**src/range_gated_slot_allocator_top_assert.svh**
```systemverilog
// assertion macros for the range gated slot allocator
// no dependencies; taken in by the top level with an include
`ifndef RANGE_GATED_SLOT_ALLOCATOR_TOP_ASSERT_SVH
`define RANGE_GATED_SLOT_ALLOCATOR_TOP_ASSERT_SVH

`ifndef SYNTH
// same-cycle implication, checked outside reset
`define RGSA_ASSERT_IMP(label, clk, rst, lhs, rhs) \
   label: assert property (@(posedge clk) disable iff (rst) (lhs) |-> (rhs)) \
      else $error("rgsa assertion failed");
// next-cycle implication, checked outside reset
`define RGSA_ASSERT_NXT(label, clk, rst, lhs, rhs) \
   label: assert property (@(posedge clk) disable iff (rst) (lhs) |=> (rhs)) \
      else $error("rgsa assertion failed");
`else
`define RGSA_ASSERT_IMP(label, clk, rst, lhs, rhs)
`define RGSA_ASSERT_NXT(label, clk, rst, lhs, rhs)
`endif

`endif

```
**src/rgsa_pkg.sv**
```systemverilog
// shared types and constants for the range gated slot allocator
// no dependencies
`timescale 1ns / 1ps
`default_nettype none

package rgsa_pkg;

   localparam int NUM_SLOTS = 16;
   localparam int SLOT_W    = 4;
   localparam int COUNT_W   = 5;
   localparam int COORD_W   = 16;
   localparam int SQ_W      = 2 * COORD_W;

   typedef enum logic {
      OP_CONNECT = 1'b0,
      OP_UPDATE  = 1'b1
   } op_type;

   typedef enum logic [1:0] {
      CSR_CENTER_X    = 2'd0,
      CSR_CENTER_Y    = 2'd1,
      CSR_RADIUS      = 2'd2,
      CSR_STATION_ID  = 2'd3
   } csr_idx_type;

   typedef struct packed {
      op_type               operation;
      logic [COORD_W-1:0]   pos_x;
      logic [COORD_W-1:0]   pos_y;
      logic [SLOT_W-1:0]    unit_slot;
   } req_type;

   typedef struct packed {
      logic                 accepted;
      logic [SLOT_W-1:0]    granted_slot;
      logic [COORD_W-1:0]   station_id_out;
      logic [COUNT_W-1:0]   occupied_count;
   } rsp_type;

   // controller to datapath
   typedef struct packed {
      logic capture;
      logic square;
      logic commit;
   } cmd_type;

   // datapath to controller
   typedef struct packed {
      logic out_free;
   } status_type;

endpackage

`default_nettype wire

```
**src/rgsa_if.sv**
```systemverilog
// valid/ready channel interfaces for requests and responses
// depends on rgsa_pkg
`timescale 1ns / 1ps
`default_nettype none

interface rgsa_req_if;
   logic             valid;
   logic             ready;
   rgsa_pkg::req_type payload;

   modport source (output valid, output payload, input ready);
   modport sink (input valid, input payload, output ready);
endinterface

interface rgsa_rsp_if;
   logic             valid;
   logic             ready;
   rgsa_pkg::rsp_type payload;

   modport source (output valid, output payload, input ready);
   modport sink (input valid, input payload, output ready);
endinterface

`default_nettype wire

```
**src/rgsa_ctrl.sv**
```systemverilog
// sequencing state machine: capture, square, decide
// depends on rgsa_pkg
`timescale 1ns / 1ps
`default_nettype none

module rgsa_ctrl (
   input  wire logic                 clock,
   input  wire logic                 reset,
   input  wire logic                 req_valid,
   output logic                      req_ready,
   input  rgsa_pkg::status_type      status,
   output rgsa_pkg::cmd_type         cmd
);
   import rgsa_pkg::*;

   typedef enum logic [1:0] {
      ST_IDLE,
      ST_SQUARE,
      ST_DECIDE
   } state_type;

   state_type state_ff, state_in;
   logic      ready_ff;

   always_comb begin
      cmd         = '0;
      state_in    = state_ff;
      unique case (state_ff)
         ST_IDLE: begin
            cmd.capture = req_valid && ready_ff;
            if (req_valid && ready_ff) begin
               state_in = ST_SQUARE;
            end
         end
         ST_SQUARE: begin
            cmd.square = 1'b1;
            state_in   = ST_DECIDE;
         end
         ST_DECIDE: begin
            // hold here while the previous result is still unclaimed
            cmd.commit = status.out_free;
            if (status.out_free) begin
               state_in = ST_IDLE;
            end
         end
         default: begin
            state_in = ST_IDLE;
         end
      endcase
   end

   always_ff @(posedge clock) begin
      if (reset) begin
         state_ff <= ST_IDLE;
         ready_ff <= 1'b0;
      end else begin
         state_ff <= state_in;
         ready_ff <= (state_in == ST_IDLE);
      end
   end

   assign req_ready = ready_ff;

endmodule

`default_nettype wire

```
**src/rgsa_dp.sv**
```systemverilog
// datapath: config registers, range test, slot table and result register
// depends on rgsa_pkg
`timescale 1ns / 1ps
`default_nettype none

module rgsa_dp (
   input  wire logic                        clock,
   input  wire logic                        reset,
   input  rgsa_pkg::cmd_type                cmd,
   output rgsa_pkg::status_type             status,
   input  wire logic                        csr_wr_en,
   input  rgsa_pkg::csr_idx_type            csr_index,
   input  wire logic [rgsa_pkg::COORD_W-1:0] csr_wr_data,
   input  rgsa_pkg::req_type                req_payload,
   input  wire logic                        rsp_ready,
   output logic                             rsp_valid,
   output rgsa_pkg::rsp_type                rsp_payload
);
   import rgsa_pkg::*;

   logic [COORD_W-1:0]   center_x_ff, center_y_ff, radius_ff, station_id_ff;
   req_type              item_ff;
   logic [SQ_W-1:0]      dx2_ff, dy2_ff, r2_ff;
   logic [NUM_SLOTS-1:0] valid_ff, valid_in;
   logic [COUNT_W-1:0]   count_ff, count_in;
   logic                 rsp_valid_ff;
   rsp_type              rsp_ff, rsp_in;

   logic [COORD_W-1:0]   dx, dy;
   logic [SQ_W:0]        dist2;
   logic                 in_range;
   logic                 free_found;
   logic [SLOT_W-1:0]    free_slot;
   logic                 table_full;

   always_ff @(posedge clock) begin
      if (reset) begin
         center_x_ff   <= '0;
         center_y_ff   <= '0;
         radius_ff     <= '0;
         station_id_ff <= '0;
      end else if (csr_wr_en) begin
         unique case (csr_index)
            CSR_CENTER_X:   center_x_ff   <= csr_wr_data;
            CSR_CENTER_Y:   center_y_ff   <= csr_wr_data;
            CSR_RADIUS:     radius_ff     <= csr_wr_data;
            CSR_STATION_ID: station_id_ff <= csr_wr_data;
            default: ;
         endcase
      end
   end

   // absolute differences, squared in the next register stage
   assign dx = (item_ff.pos_x >= center_x_ff) ? item_ff.pos_x - center_x_ff
                                              : center_x_ff - item_ff.pos_x;
   assign dy = (item_ff.pos_y >= center_y_ff) ? item_ff.pos_y - center_y_ff
                                              : center_y_ff - item_ff.pos_y;

   always_ff @(posedge clock) begin
      if (cmd.capture) begin
         item_ff <= req_payload;
      end
      if (cmd.square) begin
         dx2_ff <= SQ_W'(dx) * SQ_W'(dx);
         dy2_ff <= SQ_W'(dy) * SQ_W'(dy);
         r2_ff  <= SQ_W'(radius_ff) * SQ_W'(radius_ff);
      end
   end

   assign dist2    = {1'b0, dx2_ff} + {1'b0, dy2_ff};
   assign in_range = (dist2 <= {1'b0, r2_ff});

   // lowest free slot
   always_comb begin
      free_found = 1'b0;
      free_slot  = '0;
      for (int i = 0; i < NUM_SLOTS; i++) begin
         if (!valid_ff[i] && !free_found) begin
            free_found = 1'b1;
            free_slot  = SLOT_W'(i);
         end
      end
   end

   assign table_full = (count_ff >= COUNT_W'(NUM_SLOTS));

   always_comb begin
      valid_in = valid_ff;
      count_in = count_ff;
      rsp_in   = '0;
      unique case (item_ff.operation)
         OP_CONNECT: begin
            if (in_range && !table_full && free_found) begin
               valid_in[free_slot]   = 1'b1;
               count_in              = count_ff + COUNT_W'(1);
               rsp_in.accepted       = 1'b1;
               rsp_in.granted_slot   = free_slot;
               rsp_in.station_id_out = station_id_ff;
            end
         end
         OP_UPDATE: begin
            if (in_range) begin
               rsp_in.accepted = 1'b1;
            end else if (valid_ff[item_ff.unit_slot]) begin
               // out of range releases the slot
               valid_in[item_ff.unit_slot] = 1'b0;
               count_in                    = count_ff - COUNT_W'(1);
            end
         end
         default: ;
      endcase
      rsp_in.occupied_count = count_in;
   end

   always_ff @(posedge clock) begin
      if (reset) begin
         valid_ff     <= '0;
         count_ff     <= '0;
         rsp_valid_ff <= 1'b0;
      end else begin
         if (cmd.commit) begin
            valid_ff     <= valid_in;
            count_ff     <= count_in;
            rsp_valid_ff <= 1'b1;
         end else if (rsp_ready) begin
            rsp_valid_ff <= 1'b0;
         end
      end
   end

   always_ff @(posedge clock) begin
      if (cmd.commit) begin
         rsp_ff <= rsp_in;
      end
   end

   assign status.out_free = !rsp_valid_ff || rsp_ready;
   assign rsp_valid       = rsp_valid_ff;
   assign rsp_payload     = rsp_ff;

endmodule

`default_nettype wire

```
**src/range_gated_slot_allocator_top.sv**
```systemverilog
// Range gated slot allocator. Each request on req_chan is a connect or a
// position update; each produces exactly one response on rsp_chan.
// A connect inside the coverage circle takes the lowest free slot and
// returns it with the station id; an update out of range frees its slot.
// Both channels move one transfer at an edge where valid and ready are high.
// Configuration is written through csr_wr_en / csr_index / csr_wr_data by
// the user only while no request is in flight; the block does not enforce it.
// After the request transfer the item passes a squaring stage, then decide
// and table update, which registers the response and raises its valid.
// Requests are taken one at a time; req_chan.ready is high only while
// the sequencer is idle, so the three-step pass of each item paces intake.
// A finished response sits in an output register, so a new request is taken
// while it waits; if rsp_chan stalls, the next item holds in its decide step
// until the register frees, and the slot table is not touched meanwhile.
// Reset (synchronous, active high) clears all slots, the occupied count,
// the config registers and the response valid flag; req_chan.ready rises
// in the cycle after reset drops.
// depends on rgsa_pkg, rgsa_if, rgsa_ctrl, rgsa_dp
`timescale 1ns / 1ps
`default_nettype none

`include "range_gated_slot_allocator_top_assert.svh"

module range_gated_slot_allocator_top (
   input  wire logic                         clock,
   input  wire logic                         reset,
   rgsa_req_if.sink                          req_chan,
   rgsa_rsp_if.source                        rsp_chan,
   input  wire logic                         csr_wr_en,
   input  rgsa_pkg::csr_idx_type             csr_index,
   input  wire logic [rgsa_pkg::COORD_W-1:0] csr_wr_data
);
   import rgsa_pkg::*;

   cmd_type    cmd;
   status_type status;
   logic       req_ready;
   logic       rsp_valid;
   rsp_type    rsp_payload;

   rgsa_ctrl u_ctrl (
      .clock     (clock),
      .reset     (reset),
      .req_valid (req_chan.valid),
      .req_ready (req_ready),
      .status    (status),
      .cmd       (cmd)
   );

   rgsa_dp u_dp (
      .clock       (clock),
      .reset       (reset),
      .cmd         (cmd),
      .status      (status),
      .csr_wr_en   (csr_wr_en),
      .csr_index   (csr_index),
      .csr_wr_data (csr_wr_data),
      .req_payload (req_chan.payload),
      .rsp_ready   (rsp_chan.ready),
      .rsp_valid   (rsp_valid),
      .rsp_payload (rsp_payload)
   );

   assign req_chan.ready   = req_ready;
   assign rsp_chan.valid   = rsp_valid;
   assign rsp_chan.payload = rsp_payload;

   // one item in flight at a time
   `RGSA_ASSERT_NXT(a_one_in_flight, clock, reset, req_chan.valid && req_ready, !req_ready)
   // refused results carry no slot and no station id
   `RGSA_ASSERT_IMP(a_refused_clean, clock, reset, rsp_valid && !rsp_payload.accepted, rsp_payload.granted_slot == '0 && rsp_payload.station_id_out == '0)
   // occupancy never exceeds the table
   `RGSA_ASSERT_IMP(a_count_bound, clock, reset, rsp_valid, rsp_payload.occupied_count <= COUNT_W'(NUM_SLOTS))

endmodule

`default_nettype wire

```
**src/flat_wrapper.sv**
```systemverilog
// flat-port wrapper written by rule: the top's interface ports become plain ports
module range_gated_slot_allocator_top_flat import rgsa_pkg::*;
  (clock, reset, csr_wr_en, csr_index, csr_wr_data, req_chan_valid, req_chan_payload, req_chan_ready, rsp_chan_valid, rsp_chan_payload, rsp_chan_ready);
  rgsa_req_if req_chan_i ();
  rgsa_rsp_if rsp_chan_i ();
  input  wire logic clock;
  input  wire logic reset;
  input  wire logic csr_wr_en;
  input  rgsa_pkg::csr_idx_type csr_index;
  input  wire logic [rgsa_pkg::COORD_W-1:0] csr_wr_data;
  input wire logic [$bits(req_chan_i.valid)-1:0] req_chan_valid;
  input wire logic [$bits(req_chan_i.payload)-1:0] req_chan_payload;
  output wire logic [$bits(req_chan_i.ready)-1:0] req_chan_ready;
  output wire logic [$bits(rsp_chan_i.valid)-1:0] rsp_chan_valid;
  output wire logic [$bits(rsp_chan_i.payload)-1:0] rsp_chan_payload;
  input wire logic [$bits(rsp_chan_i.ready)-1:0] rsp_chan_ready;
  assign req_chan_i.valid = req_chan_valid;
  assign req_chan_i.payload = req_chan_payload;
  assign req_chan_ready = req_chan_i.ready;
  assign rsp_chan_valid = rsp_chan_i.valid;
  assign rsp_chan_payload = rsp_chan_i.payload;
  assign rsp_chan_i.ready = rsp_chan_ready;
  range_gated_slot_allocator_top u_core (.clock(clock), .reset(reset), .req_chan(req_chan_i), .rsp_chan(rsp_chan_i), .csr_wr_en(csr_wr_en), .csr_index(csr_index), .csr_wr_data(csr_wr_data));
endmodule
```
**config.mk**
```make
export PLATFORM = sky130hd
export DESIGN_NAME = range_gated_slot_allocator_top_flat
export DESIGN_NICKNAME = d
export VERILOG_FILES = /design/src/rgsa_pkg.sv /design/src/rgsa_if.sv /design/src/rgsa_ctrl.sv /design/src/rgsa_dp.sv /design/src/range_gated_slot_allocator_top.sv /design/src/flat_wrapper.sv
export VERILOG_INCLUDE_DIRS = /design/src /design/src/src
export SDC_FILE = /design/constraint.sdc
export NUM_CORES = 2
export LEC_CHECK = 0
export BUFFER_PORTS_ARGS = -buffer_cell sky130_fd_sc_hd__clkbuf_2
export CAP_MARGIN = 30
export CORE_MARGIN = 1.5
export CORE_UTILIZATION = 46
export CTS_CLUSTER_SIZE = 28
export DETAILED_ROUTE_END_ITERATION = 8
export SLEW_MARGIN = 20
export SYNTH_ARGS = -nofsm -noshare
export SYNTH_HDL_FRONTEND = slang
export SYNTH_SLANG_ARGS = --single-unit
```
**constraint.sdc**
```tcl
create_clock -name clock -period 10.4 [get_ports clock]
set_input_delay 2.08 -clock clock [delete_from_list [all_inputs] [get_ports clock]]
set_output_delay 2.08 -clock clock [all_outputs]
set_load 0.02 [all_outputs]
```
# Word-level counts from Yosys, hierarchy flattened
# Cells that the tools add are included.
# word_totals
ff_bits	248
out_inout_bits	28
# op_classes
n_addsub	7
mul	3
order_cmp	8
eq_ne	8
mux	58
n_bitwise	5
reduce_logical	62
# ops
operator	n
16-bit by 16-bit multiplier with 32-bit output	3
16-bit two-way mux	5
16-bit subtractor	4
4-bit two-way mux	14
32-bit by 32-bit adder with 33-bit output	1
33-bit by 32-bit <= comparator with 1-bit output	1
16-bit >= comparator	2
16-bit case mux with 2 select lines	1
1-bit zero test	31
1-bit two-way mux	26
21-bit two-way mux	1
1-bit logical AND	20
16-bit AND	1
16-bit inverter	1
16-bit bitwise OR	1
5-bit two-way mux	3
4-bit by 5-bit less-than comparator with 1-bit output, second input constant	2
5-bit case mux with 2 select lines	1
1-bit demux with 4-bit select	2
4-bit by 1-bit >= comparator with 1-bit output, second input constant	2
2-bit AND reduction	4
2-bit equality test, second input constant	3
2-bit zero test	3
2-bit case mux with 3 select lines	1
14 further kinds	18

# Depth between registers and ports, before layout
# depth
depth_word	52
mapped_depth	40
depth_no_buf	38

# Cells and area by module
# From an unflattened synthesis, not the netlist that was laid out.
# hier_totals
hier_cells	3882
area_unflattened_um2	35419.0
# by_module_without_submodules
mod	instances	cells_per_inst	area_per_inst_um2	seq_area_each_um2
rgsa_dp	1	3869	35290.1	6406.1
rgsa_ctrl	1	13	128.9	60.1

# Least setup slack after synthesis
# No wires, ideal clock.
# synth_timing
path_type	register -> register
start	reg u_core.u_dp.item_ff[4] in the netlist's numbering
end	reg u_core.u_dp.dy2_ff[31], data pin
setup_ps	261
arrival_ps	8376
required_ps	10139
slack_ps	1763
path_stages_with_launch	36
n_path_buf	1
path_cell_list	edfxtp_1 > inv_1 > ha_1 > inv_1 > fa_1 > a211oi_2 > nor4_2 > nor3b_2 > a21oi_2 > nor2_2 > mux2_2 > a41oi_2 > xor2_2 > inv_2 > buf_6 > nand2_1 > fa_1 > fa_1 > inv_1 > fa_1 > fa_1 > fa_1 > inv_1 > fa_1 > inv_1 > ha_1 > and4_1 > a211oi_1 > a21oi_1 > a2111oi_0 > nand2_1 > a211o_1 > a21o_1 > a21oi_1 > o21ai_0 > xnor2_1
# synth_between
elab_chain_cells	3
# synth_rtl
element	line_no	rtl
start: declaration	rgsa_dp.sv:22	req_type item_ff;
start signal: assignment	rgsa_dp.sv:61	item_ff <= req_payload;
16-bit subtractor (tied with other cells)	rgsa_dp.sv:57	: center_y_ff - item_ff.pos_y;
16-bit two-way mux (*)	rgsa_dp.sv:56	assign dy = (item_ff.pos_y >= center_y_ff) ? item_ff.pos_y - center_y_ff
16-bit by 16-bit multiplier with 32-bit output (*)	rgsa_dp.sv:65	dy2_ff <= SQ_W'(dy) * SQ_W'(dy);
end signal: assignment	rgsa_dp.sv:65	
end: declaration	rgsa_dp.sv:23	logic [SQ_W-1:0] dx2_ff, dy2_ff, r2_ff;
# Mark *: on every way between the ends. The rest lies on a longest branch, timed or not.
# A chain may end at the register's enable or synchronous reset.

# Worst setup path after layout
# Ends and elaborated chain as after synthesis.

==> flow_summary.yaml <==
worst_setup_path:
  critPathSlowestCell: "fa_1"
  crit_path_end_kind: "flop"
  worstPathArrival_ps: 10030
  critPathKind: "reg2reg"
  startpoint_type: "flop"
  critPathMaxFanout: 14
  worstPathRequired_ps: 10720
  critPathMostFrequentCell: "fa_1"
  slowest_delay_ps: 540
route:
  viasPerCell: 5.21
  drc: 0
  vias: 25900
  wl_per_cell_um: 17.4
  ant_nets: 0
  wirelength_um: 86500
  dr.pass1.iters: 5
  drtIter0Drc: 1279
run:
  drv_cap: 0
logic_synthesis:
  ys_types: 90
  syn_area_mm2: 0.0353
  synth_nets: 4833
  synth_edf_count: 156
  syn_inst: 3862
  seq_area_frac_synth_pct: 18.3
  synth_top_family_by_area: "adder cells"
  synth_xor_area_share_pct: 4.21
  synth_ff_type: "edfxtp_1"
  syn_area_per_cell_um2: 9.15
  yosys.area_share.simple_pct: 12.6
  synth-compound-area-share_pct: 11.0
  synthAdderAreaFrac_pct: 42.7
  muxShareOfSynthArea_pct: 0.985
  ys_ff_latch: 245
  async_flop_share_pct: 0
  yosysWarnings: 0
global_route:
  grt_max_degree: 90
  grt_pass1_wl_um: 140000
  first_global_vias: 26600
  track_usage_pct: 22.5
  antenna_found_initial: 5
  grt_overflow: 0
clock_network:
  post_cts_resized: 0
  cts_buffers: 31
  clk_latency_ps: 590
  hold_buffers: 0
  clk_pin_slew_ps: 60
  root_buffer: "clkbuf_16"
  cts_setup_buffers: 0
  tritoncts: "yes"
  cts.htree.levels: 1
  clock_sinks: 245
  cts_buffer_depth: 3
timing:
  maxSlewViolCount: 0
  rsz0062_at_grt: "false"
  maxSlewHeadroom_pct: 33.4
  max_freq_ghz: 0.103
  setup_viol: 0
  fin_setup_tns_ps: 0
  tightest_slew_ps: 985
  finalCriticalPeriod_ps: 9710
  finalClockSkew_ps: 19.6
  finalCritPeriodShare_pct: 93.4
  hold_viol: 0
finish:
  seqCellArea_mm2: 0.00647
  multi_input_area_mm2: 0.0253
  fin_nets: 4898
  area_delta_synth_final_pct: 7.49
  nFillCells: 7192
  layout-drive-gt1-share_pct: 6.83
  layout_common_cells: "inv_1, fa_1, ha_1"
  layout_commonest_cell: "inv_1"
min_path:
  hp-class: "reg2reg"
die:
  die_x_um: 280
  design.die.area_mm2: 0.0785
  pin_count: 88
  start_util_pct: 46.5
  die_h_um: 280
  core_mm2: 0.0759
  rows: 101
place:
  dp_hpwl_um: 71300
  io_buffers: 87
  gp_congestion: 0.926
run_status:
  outcome: "finished clean"
==> worst paths after layout <==
check,start,to,slack (ps),cells after the start
min,u_core.u_dp.station_id_ff[1],u_core.u_dp.station_id_ff[1],450,2
max,u_core.u_dp.item_ff[4],u_core.u_dp.dy2_ff[31],690,35
max reg2reg,u_core.u_dp.item_ff[4],u_core.u_dp.dy2_ff[31],690,35
min reg2reg,u_core.u_dp.station_id_ff[1],u_core.u_dp.station_id_ff[1],450,2
==> Yosys cell counts (all sizes together) (17+ instances only) <==
cell type,count,area [µm²]
o21a,33,248
nor3,43,215
a21oi,229,1160
nor2,259,977
a211oi,22,170
nand2,412,1570
o21ai,81,409
nand3,34,175
fa,492,9850
and3,41,257
a21o,84,631
buf,36,211
edfxtp,156,4680
nand2b,33,206
xnor2,98,926
dfxtp,89,1780
inv,829,3110
xor2,58,561
nand4,23,144
a31oi,17,106
and2,65,407
o21bai,23,173
clkbuf,71,269
nor2b,30,188
ha,419,5240
==> layout make-up <==
class	instances	area share [%]
timing repair buffer	139	2.21
sequential	245	17.0
tap	1030	3.39
multi-input combinational	2678	66.6
inverter	832	8.22
clock buffer	36	2.09
clock inverter	22	0.451
antenna	3	0.0198
==> metrics by stage <==
stage	hold slack, ps	area, µm²	std cells	utilization [%]	setup slack (ps)
2_1_floorplan	432	35300	3862	-	1760
3_3_place_gp	437	37000	4921	48.7	934
3_5_place_dp	443	37000	4921	48.7	780
4_1_cts	451	37900	4979	49.9	746
5_1_grt	469	38000	4985	50.0	197
6_report	450	38000	4985	50.0	691
==> logic make-up after synthesis <==
group / Yosys count
simple gates: 985
buf+inv: 939
fa+ha+maj: 911
compound gates: 599
flops: 245
xor+xnor: 156
mux: 27
==> critical path: cells and delay by family, from the launching register on <==
kind	cells	cell delay, ps
adder cells (fa/ha/maj)	9	3810
AO/OA/AOI/OAI	10	2330
AND/OR/NAND/NOR	7	1810
buffers and inverters	7	680
XOR/XNOR	2	450
flip-flops	1	390
==> registers in the layout (all words and copies together), names as in the netlist, 2 cells and up <==
signal and flops:
u_core.u_dp.item_ff 37, u_core.u_dp.dx2_ff 31, u_core.u_dp.dy2_ff 31, u_core.u_dp.r2_ff 31
u_core.u_dp.rsp_payload 26, u_core.u_dp.center_x_ff 16, u_core.u_dp.center_y_ff 16, u_core.u_dp.radius_ff 16
u_core.u_dp.station_id_ff 16, u_core.u_dp.valid_ff 16, u_core.u_dp.count_ff 5, u_core.u_ctrl.state_ff 2
==> metal layers <==
metal	GRT usage, %	vias up	part of all wire [%]
met2	37.6	614	47
met1	31.2	12700	45
li1	-	12500	-
met4	5.63	4	2.5
met3	2.42	119	4.9
met5	0	-	0.036
Power is left out: the tool's default activity adds up to more than one toggle a clock period on the data nets, which glitch-free logic cannot reach.
